<file path="src/rtl/core/utcal_pkg.sv">
// ----------------------------------------------------------------------------
// utcal_pkg
// Constants for the seconds-to-UTC-calendar converter: fixed divisors,
// reciprocals for division by constants, and the March-based month table.
// ----------------------------------------------------------------------------
`default_nettype none

package utcal_pkg;

  // time unit divisors
  localparam logic [16:0] SECS_PER_DAY  = 17'd86400;
  localparam logic [11:0] SECS_PER_HOUR = 12'd3600;
  localparam logic [5:0]  SECS_PER_MIN  = 6'd60;
  localparam logic [2:0]  DAYS_PER_WEEK = 3'd7;

  // seconds / 86400 is done as (seconds >> 7) / 675
  localparam int unsigned DAY_PRE_SH = 7;
  localparam int unsigned DAY_SH     = 36;
  localparam int unsigned DAY_RCP_W  = 27;
  localparam logic [DAY_RCP_W-1:0] DAY_RCP =
    DAY_RCP_W'(((64'd1 << DAY_SH) + 64'd674) / 64'd675);

  // reciprocal for the hour split
  localparam int unsigned HOUR_SH    = 29;
  localparam int unsigned HOUR_RCP_W = 18;
  localparam logic [HOUR_RCP_W-1:0] HOUR_RCP =
    HOUR_RCP_W'(((64'd1 << HOUR_SH) + 64'd3599) / 64'd3600);

  // reciprocal for the minute split
  localparam int unsigned MIN_SH    = 18;
  localparam int unsigned MIN_RCP_W = 13;
  localparam logic [MIN_RCP_W-1:0] MIN_RCP =
    MIN_RCP_W'(((64'd1 << MIN_SH) + 64'd59) / 64'd60);

  // reciprocal for the weekday split
  localparam int unsigned WK_SH    = 20;
  localparam int unsigned WK_RCP_W = 18;
  localparam logic [WK_RCP_W-1:0] WK_RCP =
    WK_RCP_W'(((64'd1 << WK_SH) + 64'd6) / 64'd7);

  // reciprocal for the four-year cycle split
  localparam int unsigned CYC_SH    = 28;
  localparam int unsigned CYC_RCP_W = 18;
  localparam logic [CYC_RCP_W-1:0] CYC_RCP =
    CYC_RCP_W'(((64'd1 << CYC_SH) + 64'd1460) / 64'd1461);

  // 1970-01-01 was a Thursday
  localparam logic [2:0] WDAY_OFS = 3'd4;

  // day index counted from 1968-03-01 on a plain four-year leap pattern
  localparam logic [9:0]  EPOCH_OFS  = 10'd671;    // 1968-03-01 .. 1970-01-01
  localparam logic [15:0] SKIP_DAY   = 16'd47541;  // 2100-03-01, days since epoch
  localparam logic [10:0] DAYS_4Y    = 11'd1461;
  localparam logic [8:0]  DAYS_YEAR  = 9'd365;
  localparam logic [5:0]  NOLEAP_CYC = 6'd33;      // cycle that starts in 2100

  // March-based month starts, March is entry zero
  localparam logic [8:0] MONTH_START [12] = '{
    9'd0,   9'd31,  9'd61,  9'd92,  9'd122, 9'd153,
    9'd184, 9'd214, 9'd245, 9'd275, 9'd306, 9'd337
  };
  localparam logic [3:0] MP_JAN   = 4'd10;  // first month of the next year
  localparam logic [3:0] MP_SHIFT = 4'd2;   // March-based to January-based
  localparam logic [8:0] MAR_YDAY = 9'd59;  // day of year of March 1, common year
  localparam logic [8:0] JAN_BACK = 9'd306; // March..December length
  localparam logic [7:0] YEAR_BASE = 8'd68; // 1968 minus 1900

endpackage

`default_nettype wire

</file>
<file path="src/rtl/core/epoch_seconds_to_utc_calendar.sv">
// ----------------------------------------------------------------------------
// epoch_seconds_to_utc_calendar
// Converts an unsigned count of seconds since 1970-01-01 00:00 UTC into the
// broken-down UTC calendar time through an eight-stage pipeline.
// ----------------------------------------------------------------------------
//   channel | direction | handshake                 | payload
//   in      | input     | in_valid_i / in_ready_o   | epoch_seconds_i
//   out     | output    | out_valid_o / out_ready_i | second_of_minute_o .. day_of_year_o
//
// One word enters per clock unless out_ready_i stalls the pipeline; each result passes
// through s1_q to s8_q, a depth set by the chain of reciprocal multiplies and remainders.
// Each stage holds its word while the next stage is full and stalled, so
// bubbles close up and a stall drops or repeats nothing.
// Reset clears only the stage valid bits.
// ----------------------------------------------------------------------------
`default_nettype none

module epoch_seconds_to_utc_calendar #(
  parameter int unsigned SECONDS_BITS = 32
) (
  input  wire logic        clk_i,
  input  wire logic        rst_ni,
  input  wire logic        in_valid_i,
  output logic             in_ready_o,
  input  wire logic [31:0] epoch_seconds_i,
  output logic             out_valid_o,
  input  wire logic        out_ready_i,
  output logic [5:0]       second_of_minute_o,
  output logic [5:0]       minute_of_hour_o,
  output logic [4:0]       hour_of_day_o,
  output logic [4:0]       day_of_month_o,
  output logic [3:0]       month_index_o,
  output logic [7:0]       years_since_1900_o,
  output logic [2:0]       weekday_o,
  output logic [8:0]       day_of_year_o
);

  import utcal_pkg::*;

  localparam int unsigned TW    = (SECONDS_BITS < 32) ? SECONDS_BITS : 32;
  localparam int unsigned DAY_W = TW - 16;
  localparam int unsigned JW    = DAY_W + 1;
  localparam int unsigned XW    = TW - DAY_PRE_SH;
  localparam int unsigned P1W   = XW + DAY_RCP_W;
  localparam int unsigned PWKW  = JW + WK_RCP_W;
  localparam int unsigned PCYW  = JW + CYC_RCP_W;
  localparam int unsigned PHW   = 17 + HOUR_RCP_W;
  localparam int unsigned PMW   = 12 + MIN_RCP_W;
  localparam int unsigned NST   = 8;

  typedef struct packed {
    logic [TW-1:0]    t;
    logic [DAY_W-1:0] day;
  } s1_t;

  typedef struct packed {
    logic [16:0]   rem;
    logic [JW-1:0] jd;
    logic [JW-1:0] wx;
    logic [JW-1:0] wq;
  } s2_t;

  typedef struct packed {
    logic [16:0]   rem;
    logic [4:0]    hour;
    logic [JW-1:0] jd;
    logic [5:0]    cyc;
    logic [2:0]    wday;
  } s3_t;

  typedef struct packed {
    logic [11:0] remh;
    logic [4:0]  hour;
    logic [10:0] r;
    logic [5:0]  cyc;
    logic [2:0]  wday;
  } s4_t;

  typedef struct packed {
    logic [11:0] remh;
    logic [5:0]  min;
    logic [4:0]  hour;
    logic [10:0] r;
    logic [1:0]  yc;
    logic [5:0]  cyc;
    logic [2:0]  wday;
  } s5_t;

  typedef struct packed {
    logic [5:0] sec;
    logic [5:0] min;
    logic [4:0] hour;
    logic [8:0] doy;
    logic [1:0] yc;
    logic [5:0] cyc;
    logic [2:0] wday;
  } s6_t;

  typedef struct packed {
    logic [5:0] sec;
    logic [5:0] min;
    logic [4:0] hour;
    logic [8:0] doy;
    logic [3:0] mp;
    logic [1:0] yc;
    logic [5:0] cyc;
    logic [2:0] wday;
  } s7_t;

  typedef struct packed {
    logic [5:0] sec;
    logic [5:0] min;
    logic [4:0] hour;
    logic [4:0] mday;
    logic [3:0] mon;
    logic [7:0] year;
    logic [2:0] wday;
    logic [8:0] yday;
  } s8_t;

  logic [NST-1:0] valid_q;
  logic [NST-1:0] en;

  s1_t s1_d, s1_q;
  s2_t s2_d, s2_q;
  s3_t s3_d, s3_q;
  s4_t s4_d, s4_q;
  s5_t s5_d, s5_q;
  s6_t s6_d, s6_q;
  s7_t s7_d, s7_q;
  s8_t s8_d, s8_q;

  logic [TW-1:0]   t_in;
  logic [P1W-1:0]  day_prod;
  logic [PWKW-1:0] wk_prod;
  logic [PCYW-1:0] cyc_prod;
  logic [PHW-1:0]  hour_prod;
  logic [PMW-1:0]  min_prod;
  logic [JW-1:0]   wx;
  logic [2:0]      yc_ge;
  logic [10:0]     mp_ge;
  logic            leap;
  logic            jan_feb;

  // stage enables: a stage moves when it is empty or its successor moves
  always_comb begin
    en[NST-1] = !valid_q[NST-1] || out_ready_i;
    for (int k = NST - 2; k >= 0; k--) begin
      en[k] = !valid_q[k] || en[k+1];
    end
  end

  assign in_ready_o  = en[0];
  assign out_valid_o = valid_q[NST-1];

  // valid bits travel with the words
  always_ff @(posedge clk_i or negedge rst_ni) begin
    if (!rst_ni) begin
      valid_q <= '0;
    end else begin
      if (en[0]) valid_q[0] <= in_valid_i;
      for (int k = 1; k < NST; k++) begin
        if (en[k]) valid_q[k] <= valid_q[k-1];
      end
    end
  end

  // stage 1: whole days by reciprocal multiply
  always_comb begin
    t_in       = epoch_seconds_i[TW-1:0];
    day_prod   = P1W'(t_in[TW-1:DAY_PRE_SH]) * P1W'(DAY_RCP);
    s1_d.t     = t_in;
    s1_d.day   = DAY_W'(day_prod >> DAY_SH);
  end

  // stage 2: seconds of day, leap-cycle day index, weekday quotient
  always_comb begin
    wx       = JW'(s1_q.day) + JW'(WDAY_OFS);
    wk_prod  = PWKW'(wx) * PWKW'(WK_RCP);
    s2_d.rem = 17'(s1_q.t - (TW'(s1_q.day) * TW'(SECS_PER_DAY)));
    // skip the missing 2100-02-29 so the plain four-year pattern holds
    s2_d.jd  = JW'(s1_q.day) + JW'(EPOCH_OFS)
             + JW'(JW'(s1_q.day) >= JW'(SKIP_DAY));
    s2_d.wx  = wx;
    s2_d.wq  = JW'(wk_prod >> WK_SH);
  end

  // stage 3: hour quotient, four-year cycle quotient, weekday remainder
  always_comb begin
    hour_prod = PHW'(s2_q.rem) * PHW'(HOUR_RCP);
    cyc_prod  = PCYW'(s2_q.jd) * PCYW'(CYC_RCP);
    s3_d.rem  = s2_q.rem;
    s3_d.hour = 5'(hour_prod >> HOUR_SH);
    s3_d.jd   = s2_q.jd;
    s3_d.cyc  = 6'(cyc_prod >> CYC_SH);
    s3_d.wday = 3'(s2_q.wx - (s2_q.wq * JW'(DAYS_PER_WEEK)));
  end

  // stage 4: seconds of hour, day within the cycle
  always_comb begin
    s4_d.remh = 12'(s3_q.rem - (17'(s3_q.hour) * 17'(SECS_PER_HOUR)));
    s4_d.hour = s3_q.hour;
    s4_d.r    = 11'(s3_q.jd - (JW'(s3_q.cyc) * JW'(DAYS_4Y)));
    s4_d.cyc  = s3_q.cyc;
    s4_d.wday = s3_q.wday;
  end

  // stage 5: minute quotient, year within the cycle
  always_comb begin
    min_prod = PMW'(s4_q.remh) * PMW'(MIN_RCP);
    for (int k = 0; k < 3; k++) begin
      yc_ge[k] = s4_q.r >= 11'(11'(k + 1) * 11'(DAYS_YEAR));
    end
    s5_d.remh = s4_q.remh;
    s5_d.min  = 6'(min_prod >> MIN_SH);
    s5_d.hour = s4_q.hour;
    s5_d.r    = s4_q.r;
    s5_d.yc   = 2'($countones(yc_ge));
    s5_d.cyc  = s4_q.cyc;
    s5_d.wday = s4_q.wday;
  end

  // stage 6: second remainder, March-based day of year
  always_comb begin
    s6_d.sec  = 6'(s5_q.remh - (12'(s5_q.min) * 12'(SECS_PER_MIN)));
    s6_d.min  = s5_q.min;
    s6_d.hour = s5_q.hour;
    s6_d.doy  = 9'(s5_q.r - (11'(s5_q.yc) * 11'(DAYS_YEAR)));
    s6_d.yc   = s5_q.yc;
    s6_d.cyc  = s5_q.cyc;
    s6_d.wday = s5_q.wday;
  end

  // stage 7: March-based month from the start table
  always_comb begin
    for (int k = 0; k < 11; k++) begin
      mp_ge[k] = s6_q.doy >= MONTH_START[k+1];
    end
    s7_d.sec  = s6_q.sec;
    s7_d.min  = s6_q.min;
    s7_d.hour = s6_q.hour;
    s7_d.doy  = s6_q.doy;
    s7_d.mp   = 4'($countones(mp_ge));
    s7_d.yc   = s6_q.yc;
    s7_d.cyc  = s6_q.cyc;
    s7_d.wday = s6_q.wday;
  end

  // stage 8: calendar fields
  always_comb begin
    jan_feb   = s7_q.mp >= MP_JAN;
    // leap when first year of a cycle, except the cycle that starts in 2100
    leap      = (s7_q.yc == 2'd0) && (s7_q.cyc != NOLEAP_CYC);
    s8_d.sec  = s7_q.sec;
    s8_d.min  = s7_q.min;
    s8_d.hour = s7_q.hour;
    s8_d.mday = 5'(s7_q.doy - MONTH_START[s7_q.mp] + 9'd1);
    s8_d.mon  = jan_feb ? 4'(s7_q.mp - MP_JAN) : 4'(s7_q.mp + MP_SHIFT);
    s8_d.year = YEAR_BASE + (8'(s7_q.cyc) << 2) + 8'(s7_q.yc) + 8'(jan_feb);
    s8_d.wday = s7_q.wday;
    s8_d.yday = jan_feb ? 9'(s7_q.doy - JAN_BACK)
                        : 9'(s7_q.doy + MAR_YDAY + 9'(leap));
  end

  // stage registers
  always_ff @(posedge clk_i) begin
    if (en[0]) s1_q <= s1_d;
    if (en[1]) s2_q <= s2_d;
    if (en[2]) s3_q <= s3_d;
    if (en[3]) s4_q <= s4_d;
    if (en[4]) s5_q <= s5_d;
    if (en[5]) s6_q <= s6_d;
    if (en[6]) s7_q <= s7_d;
    if (en[7]) s8_q <= s8_d;
  end

  // result word
  assign second_of_minute_o = s8_q.sec;
  assign minute_of_hour_o   = s8_q.min;
  assign hour_of_day_o      = s8_q.hour;
  assign day_of_month_o     = s8_q.mday;
  assign month_index_o      = s8_q.mon;
  assign years_since_1900_o = s8_q.year;
  assign weekday_o          = s8_q.wday;
  assign day_of_year_o      = s8_q.yday;

endmodule

`default_nettype wire
</file>
<file path="config.mk">
export PLATFORM = sky130hd
export DESIGN_NAME = epoch_seconds_to_utc_calendar
export DESIGN_NICKNAME = d
export VERILOG_FILES = /design/src/rtl/core/utcal_pkg.sv /design/src/rtl/core/epoch_seconds_to_utc_calendar.sv
export SDC_FILE = /design/constraint.sdc
export NUM_CORES = 2
export LEC_CHECK = 0
export ABC_AREA = 1
export BUFFER_PORTS_ARGS = -buffer_cell sky130_fd_sc_hd__buf_2
export CORE_ASPECT_RATIO = 2
export CORE_UTILIZATION = 50
export DETAILED_ROUTE_END_ITERATION = 12
export GPL_TIMING_DRIVEN = 1
export PLACE_DENSITY_LB_ADDON = 0.15
export REMOVE_ABC_BUFFERS = 1
export SLEW_MARGIN = 10
export SYNTH_ARGS = -nofsm -noshare
export SYNTH_HDL_FRONTEND = slang
export SYNTH_SLANG_ARGS = --single-unit
</file>
<file path="constraint.sdc">
create_clock -name clk_i -period 10 [get_ports clk_i]
set_input_delay 0 -clock clk_i [delete_from_list [all_inputs] [get_ports clk_i]]
set_output_delay 0 -clock clk_i [all_outputs]
set_load 0.02 [all_outputs]
</file>
# Yosys cells after proc, flatten, opt, wreduce, memory -nomap -nowiden
# Memories as Yosys holds them, arrays and structs flattened.
# Cells that the tools add are included.
[word_totals] reg_bits=328 rom_bits=144 in_bits=36 output_inout_bits=48 word_cells=138 memories=1
[classes] add_sub_neg=31 n_mul=11 n_lt_le_gt_ge=17 eq_ne=1 mux=4 bitwise=1 reduce_logical=18
[mem_list] name="(name not given)" depth=16 width=9 rd=1 rd_clocked_by_memory_dff=0 wr=0 line_no="epoch_seconds_to_utc_calendar.sv:257" rtl="s8_d.mday = 5'(s7_q.doy - MONTH_START[s7_q.mp] + 9'd1);"
[ops] op="multiplier 17 x 18 -> 34 bit, second input constant" n=2
[ops] op="multiplier 25 x 27 -> 52 bit, second input constant" n=1
[ops] op="greater-or-equal comparator 9 x 8 -> 1 bit, second input constant" n=4
[ops] op="multiplier 17 x 18 -> 35 bit, second input constant" n=1
[ops] op="greater-or-equal comparator 9 bit, second input constant" n=3
[ops] op="multiplier 12 x 12 -> 23 bit, second input constant" n=1
[ops] op="greater-or-equal comparator 9 x 7 -> 1 bit, second input constant" n=2
[ops] op="adder 16 x 10 -> 17 bit, second input constant" n=1
[ops] op="adder 16 x 3 -> 17 bit, second input constant" n=1
[ops] op="adder 17 x 1 -> 17 bit" n=1
[ops] op="subtractor 17 bit" n=1
[ops] op="greater-or-equal comparator 16 bit, second input constant" n=1
[ops] op="multiplier 16 x 10 -> 10 bit, second input constant" n=1
[ops] op="multiplier 15 x 3 -> 3 bit, second input constant" n=1
[ops] op="adder 1 x 1 -> 2 bit" n=6
[ops] op="subtractor 12 bit" n=1
[ops] op="greater-or-equal comparator 11 x 10 -> 1 bit, second input constant" n=1
[ops] op="greater-or-equal comparator 11 bit, second input constant" n=1
[ops] op="greater-or-equal comparator 11 x 9 -> 1 bit, second input constant" n=1
[ops] op="multiplier 6 x 11 -> 11 bit, second input constant" n=1
[ops] op="subtractor 11 bit" n=1
[ops] op="2-to-1 mux 5 bit" n=2
[ops] op="adder 9 x 1 -> 9 bit" n=1
[ops] op="adder 9 x 6 -> 9 bit, second input constant" n=1
[ops] op="other kinds (31)" n=46

# Depth between registers and ports, before layout
[logic_depth] ltp_word=9 mapped_depth=28 depth_no_buf=28

# Least setup slack after synthesis
# OpenSTA, ideal clock, no wires.
[synth_path] path_type="register to register" startpoint="register s1_q[2] (netlist bit)" endpoint="register s2_q[0] (netlist bit), data pin" setup_time_ns=0.252 arrival_ns=4.881 t_required_ns=9.748 path_slack_ns=4.867 path_stages_with_launch=21 n_path_buf=0 synth_period_minus_slack_ns=5.133 path_cell_list="edfxtp_1 ha_1 nand2_1 nor2_1 nand3_1 xor2_1 ha_1 fa_1 fa_1 inv_1 fa_1 fa_1 fa_1 inv_1 ha_1 nand2_1 nor2_1 a211oi_1 nand2_1 nand2_1 nand2_1"
[synth_rtl] item="from (decl)" line_no="epoch_seconds_to_utc_calendar.sv:124" rtl="s1_t s1_d, s1_q;"
[synth_rtl] item="from (signal assigned)" line_no="epoch_seconds_to_utc_calendar.sv:267" rtl="if (en[0]) s1_q <= s1_d;"
[synth_rtl] item="to (signal assigned)" line_no="epoch_seconds_to_utc_calendar.sv:268" rtl="if (en[1]) s2_q <= s2_d;"
[synth_rtl] item="to (decl)" line_no="epoch_seconds_to_utc_calendar.sv:125" rtl="s2_t s2_d, s2_q;"

# Worst setup path after layout
[layout_path] startpoint="input port epoch_seconds_i[11]" endpoint="register s1_q[9] (netlist bit), data pin"
[layout_between] elab_chain_cells=1
[layout_lines] item="from (decl)" line_no="epoch_seconds_to_utc_calendar.sv:25" rtl="input wire logic [31:0] epoch_seconds_i,"
[layout_lines] item="multiplier 25 x 27 -> 52 bit" line_no="epoch_seconds_to_utc_calendar.sv:171" rtl="day_prod = P1W'(t_in[TW-1:DAY_PRE_SH]) * P1W'(DAY_RCP);"
[layout_lines] item="via day_prod[45]" line_no="epoch_seconds_to_utc_calendar.sv:134" rtl="logic [P1W-1:0] day_prod;"
# The timed path passes the listed nets, and every way through them passes these cells.
# A chain may end at the register's enable or synchronous reset.

==> reports/results.txt <==
clk_skew -> 20.7 ps
most frequent cells in the layout -> inv_1 (1,156), ha_1 (813), nand2_1 (732), fa_1 (456), edfxtp_1 (308)
critical path class -> in -> reg
share of cells above drive strength 1 -> 3.62%
gpl congestion -> 1.03
Met2 Wirelength -> 63,300 um
total core area -> 80,600 um2
cts hold-fix bufs -> 21
Final Hold Fails -> 0
final global-route overflow total -> 0
CTS tree -> yes
final WL -> 109,000 um
crit end category -> register
simple-gate portion of the synthesized area -> 11.6%
Detail Route Antenna Nets -> 0
Yosys top cell by area -> ha_1
Avg Inst Size Synth -> 9.34 um2
Worst R2R End -> s2_q[0]
via/cell ratio -> 5.20
fill cell count -> 7,545
min Tclk post-route -> 6240 ps
Synth top area share -> 24.9%
DR vias -> 28,969
Top Layer Used -> met4
clk_lat worst skew -> 600 ps
Max FO, Critical Path -> 10
commonest non-fill, non-tap cell in the layout -> inv_1
Seq/Total Area, Yosys -> 23.2%
FP Rows -> 147
I/O pin count -> 84
M1 WL -> 31,300 um
CTS root buf -> clkbuf_16
synthesized cell area -> 40,800 um2
#FFs+latches synth -> 316
Cell variety after synth -> 49
port buffer count -> 83
status -> complete, no violations
post-CTS setup buffers -> 0
post-synthesis mux area share -> 0%
Syn-to-layout area delta -> 7.06%
largest family of logic cells by synthesized area -> adder cells
Synth Flop Type -> edfxtp_1
Initial Util -> 50.7%
Hold/Removal Path Class -> in -> reg
CTS H-tree depth -> 1
Post-synth EDFFs -> 308
hold_sp -> epoch_seconds_i[4]
die width -> 204 um
worst r2r path cells -> 19
Adder-Cell Fraction of Synth Area -> 47.3%
required time worst endpoint -> 10,340 ps
Area contributors post-synth -> ha_1 (25%), edfxtp_1 (23%), fa_1 (22%), inv_1 (11%), nand2_1 (6.8%)
Setup Total Neg Slack -> 0 ps
DRC violations left -> 0
wire per inst -> 19.6 um
Setup WS post-layout -> 3760 ps
met3 routed WL -> 3130 um
Fmax -> 160 MHz
max-capacitance violation count -> 0
fin crit share -> 62.4%
CTS clk-pin slew, worst paths -> 70 ps
DPL Wire Length -> 95,100 um
Slew Viols, Final -> 0
Synth Warn # -> 0
Slew HR -> 16.8%
Startpoint Class -> input port
Gate Count Post-Synth -> 4,370
R2R Setup Slk -> 4120 ps
Inserted Clock Buffers -> 29
Max Root-Sink Buffers -> 3
NumNets Final -> 5,808
GRT Total Usage -> 27.3%
FFs w/ async S/R, synth -> 2.53%
vias in the first global route -> 31,660
antenna violations before repair -> 1
first-pass GRT wire length -> 168,000 um
# resized after CTS -> 0
Post-Synth XOR/XNOR Area -> 2.60%
Pre-antenna DRT Iters -> 5
# clock sinks -> 316
RSZ-0062 raised after global routing -> no
Worst-Margin Slew -> 1240 ps
starting DRC count in detailed routing -> 1,062
DIE AREA -> 82,800 um2
arrival time at the worst endpoint -> 6580 ps
Setup Viol. Count Final -> 0
hold path depth -> 2
largest net degree at the start of global routing -> 47
pre-CTS WS -> 4060 ps
RR Startpoint -> s1_q[2]
Hold Path End -> s1_q[20]
Synth Area in Compound Gates -> 4.56%
Die Ht -> 406 um
==> critical path, cell delays in order <==
cell	delay (ps)
dlygate4sd3_1	530
buf_2	330
ha_1	360
inv_1	220
fa_1	470
fa_1	510
inv_1	60
fa_1	500
inv_1	50
fa_1	480
fa_1	550
inv_1	50
fa_1	480
ha_1	340
nand2_1	100
nor2_1	520
nand2_1	440
nor3_1	300
nand2_1	100
nand4_1	120
nand2_1	50
==> kinds of logic (layout without fill, tap and decap cells) <==
logic type	Yosys count	after routing
DFF	316	316
adders and majority gates	1269	1269
xor gates and xnor gates	121	121
buffers and inverters	1166	1322
AOI/OAI and AO/OA	334	334
other	0	1
and+or+nand+nor	1164	1164
==> stage by stage <==
| stage | instances | hold slack [ps] | utilization (%) | area (um2) |
|---|---|---|---|---|
| 2_1_floorplan | 4365 | -296 | - | 40800 |
| 3_3_place_gp | 5494 | -139 | 52.8 | 42500 |
| 3_5_place_dp | 5494 | -135 | 52.8 | 42500 |
| 4_1_cts | 5569 | 123 | 54.2 | 43700 |
| 5_1_grt | 5569 | 155 | 54.2 | 43700 |
| 6_report | 5570 | 159 | 54.2 | 43700 |
==> metal layers <==
| layer | vias to the layer above | track usage (%) |
|---|---|---|
| li1 | 14013 | - |
| met4 | 0 | 23.6 |
| met2 | 620 | 56.8 |
| met1 | 13945 | 20.9 |
| met5 | - | 0 |
| met3 | 391 | 3.04 |
==> Yosys cell counts (all sizes together), types with 5 or more instances <==
| master | instances |
|---|---|
| inv | 1161 |
| ha | 813 |
| nand2 | 736 |
| fa | 456 |
| edfxtp | 308 |
| nor2 | 214 |
| a21oi | 165 |
| nand3 | 110 |
| o21ai | 104 |
| xor2 | 76 |
| xnor2 | 45 |
| nand4 | 43 |
| nor3 | 36 |
| a31oi | 12 |
| o21bai | 11 |
| a21o | 9 |
| or2 | 9 |
| dfrtp | 8 |
| nor4 | 8 |
| o211ai | 7 |
| a211oi | 5 |
| o21a | 5 |
==> layout make-up <==
| class | instances | area (um2) | area share (%) |
|---|---|---|---|
| Multi-Input combinational cell | 2888 | 27000 | 61.7 |
| Timing Repair Buffer | 107 | 648 | 1.48 |
| Clock buffer | 34 | 754 | 1.73 |
| Clock inverter | 20 | 195 | 0.447 |
| Antenna cell | 1 | 2.50 | 0.00573 |
| Tap cell | 1043 | 1310 | 2.99 |
| Inverter | 1161 | 4360 | 9.98 |
| Sequential cell | 316 | 9450 | 21.6 |
==> worst max-delay path by stage <==
stage	from	endpoint	cells past startpoint
3_3_place_gp	epoch_seconds_i[11]	s1_q[9]	20
5_1_grt	epoch_seconds_i[12]	s1_q[9]	21
6_report	epoch_seconds_i[11]	s1_q[9]	21
2_1_floorplan	s1_q[2]	s2_q[0]	20
4_1_cts	epoch_seconds_i[12]	s1_q[9]	21
3_5_place_dp	epoch_seconds_i[12]	s1_q[9]	20
==> state kept, by name (all words and copies together) (netlist names), 8 cells and up <==
register / count
day_of_year_o: 9
s1_q: 33
s2_q: 40
s3_q: 37
s4_q: 37
s5_q: 37
s6_q: 37
s7_q: 41
valid_q: 8
years_since_1900_o: 8
Power is not shown: default switching activity piles up to over one toggle a cycle in this logic, so the estimate is an artifact.
